$ cat src/pib_pkg.sv
`timescale 1ns / 1ps
`default_nettype none

package pib_pkg;

	localparam int TICK_W    = 32;
	localparam int LEN_W     = 17;
	localparam int CNT_W     = 16;
	localparam int MAX_FILL  = 62;
	localparam int FILL_W    = 6;
	localparam int DIV_STEPS = 32;
	localparam int STEP_W    = 5;
	localparam int OUT_W     = TICK_W + CNT_W;

	localparam logic [LEN_W-1:0] LEN_RESET = LEN_W'(60);
	localparam logic [CNT_W-1:0] CNT_MAX   = '1;

	// controller to datapath
	typedef struct packed {
		logic load;       // capture the accepted tick
		logic div_step;   // one restoring divide step
		logic slot_calc;  // slot = tick - remainder
		logic decide;     // update interval state
		logic emit;       // load one record into the output register
	} pib_cmd_t;

	// datapath to controller
	typedef struct packed {
		logic close;      // decision needs records
		logic more;       // another fill record follows the current one
		logic out_free;   // output register can take a record
	} pib_stat_t;

endpackage

`default_nettype wire

$ cat src/pib_ctrl.sv
`timescale 1ns / 1ps
`default_nettype none

module pib_ctrl
	import pib_pkg::*;
(
	input  wire logic      clk,
	input  wire logic      arst_n,
	input  wire logic      s_tvalid,
	output logic           s_tready,
	input  wire pib_stat_t stat,
	output pib_cmd_t       cmd
);

	localparam logic [2:0] ST_IDLE   = 3'd0;
	localparam logic [2:0] ST_DIV    = 3'd1;
	localparam logic [2:0] ST_SLOT   = 3'd2;
	localparam logic [2:0] ST_DECIDE = 3'd3;
	localparam logic [2:0] ST_EMIT   = 3'd4;

	logic [2:0]        state_q;
	logic [STEP_W-1:0] step_q;

	assign s_tready = (state_q == ST_IDLE);

	always_comb begin
		cmd           = '0;
		cmd.load      = (state_q == ST_IDLE) && s_tvalid;
		cmd.div_step  = (state_q == ST_DIV);
		cmd.slot_calc = (state_q == ST_SLOT);
		cmd.decide    = (state_q == ST_DECIDE);
		cmd.emit      = (state_q == ST_EMIT) && stat.out_free;
	end

	always_ff @(posedge clk or negedge arst_n) begin
		if (!arst_n) begin
			state_q <= ST_IDLE;
			step_q  <= '0;
		end else begin
			case (state_q)
				ST_IDLE: begin
					if (s_tvalid) begin
						state_q <= ST_DIV;
						step_q  <= '0;
					end
				end
				ST_DIV: begin
					step_q <= step_q + STEP_W'(1);
					if (step_q == STEP_W'(DIV_STEPS - 1))
						state_q <= ST_SLOT;
				end
				ST_SLOT: begin
					state_q <= ST_DECIDE;
				end
				ST_DECIDE: begin
					state_q <= stat.close ? ST_EMIT : ST_IDLE;
				end
				ST_EMIT: begin
					if (stat.out_free && !stat.more)
						state_q <= ST_IDLE;
				end
				default: begin
					state_q <= ST_IDLE;
				end
			endcase
		end
	end

endmodule

`default_nettype wire

$ cat src/pib_dp.sv
`timescale 1ns / 1ps
`default_nettype none

module pib_dp
	import pib_pkg::*;
(
	input  wire logic              clk,
	input  wire logic              arst_n,
	input  wire logic              cfg_we,
	input  wire logic [LEN_W-1:0]  cfg_wdata,
	input  wire logic [TICK_W-1:0] s_tdata,
	output logic                   m_tvalid,
	input  wire logic              m_tready,
	output logic [OUT_W-1:0]       m_tdata,
	output logic                   m_tlast,
	output logic                   m_tuser,
	input  wire pib_cmd_t          cmd,
	output pib_stat_t              stat
);

	logic [LEN_W-1:0]  len_q;
	logic [LEN_W-1:0]  len_eff;

	logic [TICK_W-1:0] tick_q;
	logic [TICK_W-1:0] shift_q;
	logic [LEN_W-1:0]  rem_q;
	logic [LEN_W:0]    trial;
	logic [TICK_W-1:0] slot_q;

	logic [TICK_W-1:0] open_q;
	logic [TICK_W-1:0] closed_q;
	logic [CNT_W-1:0]  count_q;
	logic              open_valid_q;
	logic              closed_valid_q;

	logic [TICK_W-1:0] rec_start_q;
	logic [CNT_W-1:0]  rec_count_q;
	logic [TICK_W:0]   next_q;
	logic [FILL_W-1:0] fill_q;
	logic              next_before_slot;

	logic              out_valid_q;
	logic [TICK_W-1:0] out_start_q;
	logic [CNT_W-1:0]  out_count_q;
	logic              out_last_q;
	logic              out_trunc_q;

	// a length of zero behaves as one
	assign len_eff = (len_q == '0) ? LEN_W'(1) : len_q;
	assign trial   = {rem_q, shift_q[TICK_W-1]};

	assign next_before_slot = next_q < {1'b0, slot_q};

	assign stat.close = open_valid_q && (slot_q != open_q)
		&& !(closed_valid_q && (open_q == closed_q));
	assign stat.more     = next_before_slot && (fill_q < FILL_W'(MAX_FILL));
	assign stat.out_free = !out_valid_q || m_tready;

	assign m_tvalid = out_valid_q;
	assign m_tdata  = {out_count_q, out_start_q};
	assign m_tlast  = out_last_q;
	assign m_tuser  = out_trunc_q;

	always_ff @(posedge clk or negedge arst_n) begin
		if (!arst_n)
			len_q <= LEN_RESET;
		else if (cfg_we)
			len_q <= cfg_wdata;
	end

	// restoring divide, remainder only
	always_ff @(posedge clk) begin
		if (cmd.load) begin
			tick_q  <= s_tdata;
			shift_q <= s_tdata;
			rem_q   <= '0;
		end else if (cmd.div_step) begin
			shift_q <= {shift_q[TICK_W-2:0], 1'b0};
			if (trial >= {1'b0, len_eff})
				rem_q <= LEN_W'(trial - {1'b0, len_eff});
			else
				rem_q <= trial[LEN_W-1:0];
		end
		if (cmd.slot_calc)
			slot_q <= tick_q - TICK_W'(rem_q);
	end

	always_ff @(posedge clk or negedge arst_n) begin
		if (!arst_n) begin
			open_valid_q   <= 1'b0;
			closed_valid_q <= 1'b0;
		end else if (cmd.decide) begin
			if (!open_valid_q)
				open_valid_q <= 1'b1;
			else if (stat.close)
				closed_valid_q <= 1'b1;
		end
	end

	always_ff @(posedge clk) begin
		if (cmd.decide) begin
			if (!open_valid_q) begin
				open_q  <= slot_q;
				count_q <= CNT_W'(1);
			end else if (slot_q == open_q) begin
				if (count_q != CNT_MAX)
					count_q <= count_q + CNT_W'(1);
			end else if (stat.close) begin
				closed_q    <= open_q;
				rec_start_q <= open_q;
				rec_count_q <= count_q;
				next_q      <= {1'b0, open_q} + (TICK_W + 1)'(len_eff);
				fill_q      <= '0;
				open_q      <= slot_q;
				count_q     <= CNT_W'(1);
			end
		end else if (cmd.emit && stat.more) begin
			rec_start_q <= next_q[TICK_W-1:0];
			rec_count_q <= '0;
			next_q      <= next_q + (TICK_W + 1)'(len_eff);
			fill_q      <= fill_q + FILL_W'(1);
		end
	end

	always_ff @(posedge clk or negedge arst_n) begin
		if (!arst_n)
			out_valid_q <= 1'b0;
		else if (cmd.emit)
			out_valid_q <= 1'b1;
		else if (m_tready)
			out_valid_q <= 1'b0;
	end

	always_ff @(posedge clk) begin
		if (cmd.emit) begin
			out_start_q <= rec_start_q;
			out_count_q <= rec_count_q;
			out_last_q  <= !stat.more;
			out_trunc_q <= !stat.more && next_before_slot;
		end
	end

endmodule

`default_nettype wire

$ cat src/pulse_interval_binner.sv
// throughput: a pulse is taken only once the previous one has gone through the 32-step
//   restoring divide, slot, decide and, when an interval closes, emit; a pulse gives 0 to 63
//   records, out of the datapath at one record per cycle while the output register can take one
// reset: arst_n clears the open and closed interval flags and the output valid,
//   and sets interval_length to 60
`timescale 1ns / 1ps
`default_nettype none

module pulse_interval_binner
	import pib_pkg::*;
(
	input  wire logic              clk,
	input  wire logic              arst_n,
	// interval_length register
	input  wire logic              cfg_we,
	input  wire logic [LEN_W-1:0]  cfg_wdata,
	// pulse input
	input  wire logic              s_tvalid,
	output logic                   s_tready,
	input  wire logic [TICK_W-1:0] s_tdata,   // [31:0] tick_seconds
	// interval records
	output logic                   m_tvalid,
	input  wire logic              m_tready,
	output logic [OUT_W-1:0]       m_tdata,   // [31:0] interval_start, [47:32] pulse_count
	output logic                   m_tlast,   // last_of_run
	output logic                   m_tuser    // [0] fill_truncated
);

	pib_cmd_t  cmd;
	pib_stat_t stat;

	// controller: idle, divide, slot, decide, emit
	// an input transfer is taken only in idle; the output register keeps the
	// last record of a run so the next pulse can be accepted meanwhile
	pib_ctrl u_ctrl (
		.clk      (clk),
		.arst_n   (arst_n),
		.s_tvalid (s_tvalid),
		.s_tready (s_tready),
		.stat     (stat),
		.cmd      (cmd)
	);

	// datapath: remainder divider, interval state, fill stepper, output register
	// slot = tick - (tick mod length), so no multiplier is needed
	pib_dp u_dp (
		.clk       (clk),
		.arst_n    (arst_n),
		.cfg_we    (cfg_we),
		.cfg_wdata (cfg_wdata),
		.s_tdata   (s_tdata),
		.m_tvalid  (m_tvalid),
		.m_tready  (m_tready),
		.m_tdata   (m_tdata),
		.m_tlast   (m_tlast),
		.m_tuser   (m_tuser),
		.cmd       (cmd),
		.stat      (stat)
	);

endmodule

`default_nettype wire

$ cat config.mk
export PLATFORM = sky130hd
export DESIGN_NAME = pulse_interval_binner
export DESIGN_NICKNAME = d
export VERILOG_FILES = /design/src/pib_pkg.sv /design/src/pib_ctrl.sv /design/src/pib_dp.sv /design/src/pulse_interval_binner.sv
export SDC_FILE = /design/constraint.sdc
export NUM_CORES = 1
export LEC_CHECK = 0
export ABC_AREA = 1
export BUFFER_PORTS_ARGS = -buffer_cell sky130_fd_sc_hd__buf_4
export CAP_MARGIN = 25
export CORE_ASPECT_RATIO = 1.4
export CORE_MARGIN = 2
export CORE_UTILIZATION = 48
export CTS_CLUSTER_DIAMETER = 200
export DETAILED_ROUTE_END_ITERATION = 7
export GPL_ROUTABILITY_DRIVEN = 0
export PLACE_DENSITY = 0.72
export SETUP_SLACK_MARGIN = 0.02
export SLEW_MARGIN = 25
export SYNTH_ARGS = -nofsm -noshare
export SYNTH_HDL_FRONTEND = slang
export SYNTH_HIERARCHICAL = 1
export SYNTH_SLANG_ARGS = --single-unit
$ cat constraint.sdc
create_clock -name clk -period 3.9 [get_ports clk]
set_input_delay 0.975 -clock clk [delete_from_list [all_inputs] [get_ports clk]]
set_output_delay 0.975 -clock clk [all_outputs]
set_load 0.02 [all_outputs]
**After elaboration in Yosys (flattened, before gate mapping)**

Cells that the tools add are included.

- Output and inout bits: 52
- Flip-flop bits (word level): 358

- Muxes and demuxes: 39
- Bitwise operators: 1
- Equal/unequal tests: 19
- Magnitude comparators: 3
- Reductions and logical operators: 26
- $add $sub $neg: 7

Operators by type and width:

| cell | count |
|---|---|
| $mux 32 | 10 |
| $mux 33 | 5 |
| $mux 16 | 8 |
| $eq 32x32->1 | 2 |
| $mux 17 | 2 |
| $add 32x17->33 | 1 |
| $add 33x17->33 | 1 |
| $lt 33x32->1 | 1 |
| $ne 32x32->1 | 1 |
| $sub 32x17->32 | 1 |
| $mux 6 | 5 |
| $ge 18x17->1 | 1 |
| $logic_not 17->1 | 1 |
| $sub 17x17->17 | 1 |
| $add 16x1->16 const B | 1 |
| $ne 16x16->1 const B | 1 |
| $pmux 3 s5 | 1 |
| $mux 3 | 4 |
| $reduce_and 3->1 | 4 |
| $ne 2x2->1 const B | 5 |
| $pmux 5 s2 | 1 |
| $logic_and 1x1->1 | 9 |
| $reduce_and 4->1 | 2 |
| $reduce_bool 2->1 | 4 |
| other kinds (16) | 23 |

**Depth between registers and ports, before layout**

- Depth in word-level cells: 8
- Depth in mapped cells: 20
- Depth with buffers taken out: 18

**Modules after synthesis**

Netlist, hierarchy kept.

Modules (own cells, without submodules):

| module | sequential area each (um^2) | area each (um^2) | cells an instance | instances |
|---|---|---|---|---|
| pib_dp | 10244.8 | 18951.9 | 2133 | 1 |
| pib_ctrl | 200.2 | 479.2 | 61 | 1 |

**Worst setup path after synthesis**

No wires, ideal clock.

- Path kind: input port to flip-flop
- From: input port m_tready
- To: register u_dp.fill_q[0], enable pin
- Stages: 7
- Library setup time: 448 ps
- Arrival: 4033 ps
- Path slack: -582 ps
- Required time: 3452 ps
- Cells stage by stage: inv_1 > nand2_1 > and3_2 > inv_1 > nor2_1 > nand4_1 > nand2_1

RTL lines:

| element | RTL line | RTL |
|---|---|---|
| start, declared | pulse_interval_binner.sv:23 | `input wire logic m_tready,` |
| end signal, assigned | pib_dp.sv:121 | `fill_q <= fill_q + FILL_W'(1);` |
| end, declared | pib_dp.sv:39 | `logic [FILL_W-1:0] fill_q;` |

==> results.json <==
{
  "final.setup.tns_ns": 0,
  "synth_enable_flop_cells": 313,
  "die-area_mm2": 0.0421,
  "place_inst": 2803,
  "maxCapViolCount": 0,
  "finalCriticalPeriod_ns": 3.40,
  "min_period_over_period_pct": 87.3,
  "overflow": 0,
  "setup_violations": 0,
  "synth_ff_type": "edfxtp_1",
  "r2r-start": "u_ctrl/state_q[1]",
  "r2r_cells": 16,
  "drc": 0,
  "post-route-util_pct": 54.7,
  "cts.htree.levels": 2,
  "synthCells": 2194,
  "die_x_um": 174,
  "boundaryPins": 106,
  "r2r_setup_slack_ns": 0.50,
  "cts_root_buf": "clkbuf_16",
  "fmax_mhz": 294,
  "ir_drop_uv": 495,
  "synth_top_area_share_pct": 48.4,
  "critPathArrivalTime_ns": 3.70,
  "cts_resized": 0,
  "cp_data_required_time_ns": 4.20,
  "yosysWarnings": 6,
  "finalMaxSlewViolations": 0,
  "worstPathMaxFanout": 40,
  "clkLatencyLatePin_ns": 0.55,
  "rows": 87,
  "clkTransAtPathRegs_ns": 0.07,
  "cts_tree": "built",
  "hold_viol_final": 0,
  "syn_area_per_cell_um2": 8.86,
  "die_h_um": 242,
  "drt_iter0_drc": 1054,
  "grt_pass1_vias": 14738,
  "r2r-end": "u_dp/next_q[22]",
  "fin_area_mm2": 0.0220,
  "status": "completed",
  "fin_hold_ws_ns": 0.363,
  "worstSetupEndpointType": "flop",
  "async_reset_ff_share_pct": 7.82,
  "antenna_found_initial": 0,
  "drive_gt1_share_pct": 10.5,
  "synth-seq-area-share_pct": 53.8,
  "initial_utilization_pct": 48.4,
  "cellLeakagePower_nw": 9.89,
  "cts_inserted_buffers": 36,
  "core_mm2": 0.0402,
  "slew_headroom_pct": 37.4,
  "io_buffers": 105,
  "nFillCells": 3583,
  "dp_hpwl_um": 37600,
  "power_density_mw_per_mm2": 769,
  "ctsHoldBuffers": 0,
  "diodes": 0,
  "crit_start": "u_ctrl/state_q[1]",
  "cts.sinks": 358,
  "min_path_type": "in -> async",
  "finalClockSkew_ns": 0.0276,
  "finalPower_mw": 16.9,
  "fin_ws_ns": 0.497,
  "cts_setup_buffers": 0,
  "grt_pass1_wl_um": 76100,
  "yosysTopAreaCell": "edfxtp_1",
  "wl_um": 48100,
  "synth_area_mm2": 0.0194,
  "place_ws_ns": 0.579,
  "route.vias.total": 15185,
  "critPathLaunchType": "flop",
  "grt_start_max_net_pins": 66,
  "cts_buffer_depth": 3,
  "rsz0062_at_grt": "false",
  "synth-seq-cells": 358,
  "num-nets-final": 2450,
  "firstDrtPassIters": 5,
  "wire_per_inst_um": 16.8,
  "synth_area_leaders": "edfxtp_1 (48%), nand2_1 (13%), inv_1 (6.2%)",
  "ant_nets": 0,
  "globalRouteTotalUtil_pct": 23.0,
  "tightest_slew_ns": 0.937,
  "postPlaceCellArea_mm2": 0.0208,
  "final_cells": 2868,
  "synth.distinct_cells": 51,
  "drt-vias-per-instance": 5.29,
  "area_delta_synth_final_pct": 13.1,
  "synth_fp_nets": 2337,
  "crit_type": "reg -> reg"
}
==> logic make-up (layout without fill, tap and decap cells) <==
family | count (synthesis) | count (layout) | share of synthesized area (%)
adder cells (fa/ha/maj) | 89 | 89 | 5.85
buffers and inverters | 373 | 513 | 7.42
AND/OR/NAND/NOR | 1120 | 1120 | 24.7
AO/OA/AOI/OAI | 188 | 188 | 5.27
XOR/XNOR | 66 | 66 | 2.97
flip-flops | 358 | 358 | 53.8
==> routing by layer <==
metal | global-route usage [%] | vias up | part of all wire [%]
met5 | 0 | - | 0
met4 | 16.3 | 0 | 8.0
li1 | - | 7387 | -
met3 | 3.36 | 195 | 5.1
met1 | 24.7 | 7079 | 36
met2 | 41.1 | 524 | 50
==> worst max-delay path, stage by stage, from the launching register on <==
cell and delay (ns):
dfrtp_1 0.40, inv_2 0.19, nor3_4 0.06, inv_2 0.48, o21ai_0 0.25, ha_1 0.31
fa_1 0.42, nand2_1 0.09, nand2_1 0.09, nand3_1 0.08, nand2_1 0.14, nand2_1 0.10
nand3_1 0.13, a21oi_1 0.24, nor2_1 0.07, nand2_1 0.06, nand2_1 0.05
==> report_power, final <==
part	total (mW)	switching, mW	internal (mW)
clock	3.43	1.45	1.97
sequential	6.58	0.711	5.87
combinational	6.89	4.69	2.20
total	16.9	6.85	10.0
==> synthesized netlist by cell type, drive strengths merged, types with 2 or more instances <==
cell type,n
o21a,8
fa,3
xor2,32
dfstp,4
nor4,7
nor3,26
nor2,183
edfxtp,313
clkbuf,31
or2,2
nand2,709
xnor2,34
a21oi,74
nand4,38
nand3b,6
nor3b,5
and2,5
a21o,2
o21bai,3
dfrtp,24
ha,86
nand3,137
and3,2
inv,330
dfxtp,17
buf,11
o21ai,96
==> worst max-delay path by stage <==
| stage | end | slack (ns) | cells after the start |
|---|---|---|---|
| after global routing | u_dp/next_q[22] | 0.20 | 16 |
| after floorplan | u_dp/fill_q[0] | 0.25 | 7 |
| after detailed placement | u_dp/next_q[22] | 0.58 | 16 |
| final | u_dp/next_q[22] | 0.50 | 16 |
| after global placement | u_dp/rem_q[9] | 0.61 | 13 |
| after CTS | u_dp/next_q[22] | 0.58 | 16 |
==> flip-flops by register name (all words and copies together) (netlist names), 17 cells and up <==
name              count
u_dp/closed_q        32
u_dp/len_q           17
u_dp/next_q          33
u_dp/open_q          32
u_dp/out_start_q     32
u_dp/rec_start_q     32
u_dp/rem_q           17
u_dp/shift_q         32
u_dp/slot_q          32
u_dp/tick_q          32
==> final cells by class <==
| type | instances | area (um2) | area share, % |
|---|---|---|---|
| well taps | 534 | 668 | 3.04 |
| repair buffers | 117 | 891 | 4.05 |
| inverters | 331 | 1240 | 5.66 |
| multi-input cells | 1463 | 7560 | 34.4 |
| clock inverters | 19 | 189 | 0.860 |
| flip-flops and latches | 358 | 10400 | 47.5 |
| clock buffers | 46 | 970 | 4.41 |
==> cells in the final DEF (no fill, tap or decap), drive strengths merged, types with 3 or more instances in the layout <==
master	instances
nand2	709
inv	333
edfxtp	313
nor2	183
nand3	137
buf	117
o21ai	96
ha	86
a21oi	74
clkbuf	46
nand4	38
xnor2	34
xor2	32
nor3	26
dfrtp	24
dfxtp	17
clkinv	13
o21a	8
nor4	7
nand3b	6
and2	5
nor3b	5
dfstp	4
bufinv	3
o21bai	3
fa	3
Note: power is estimated with default switching activity, not from simulation.
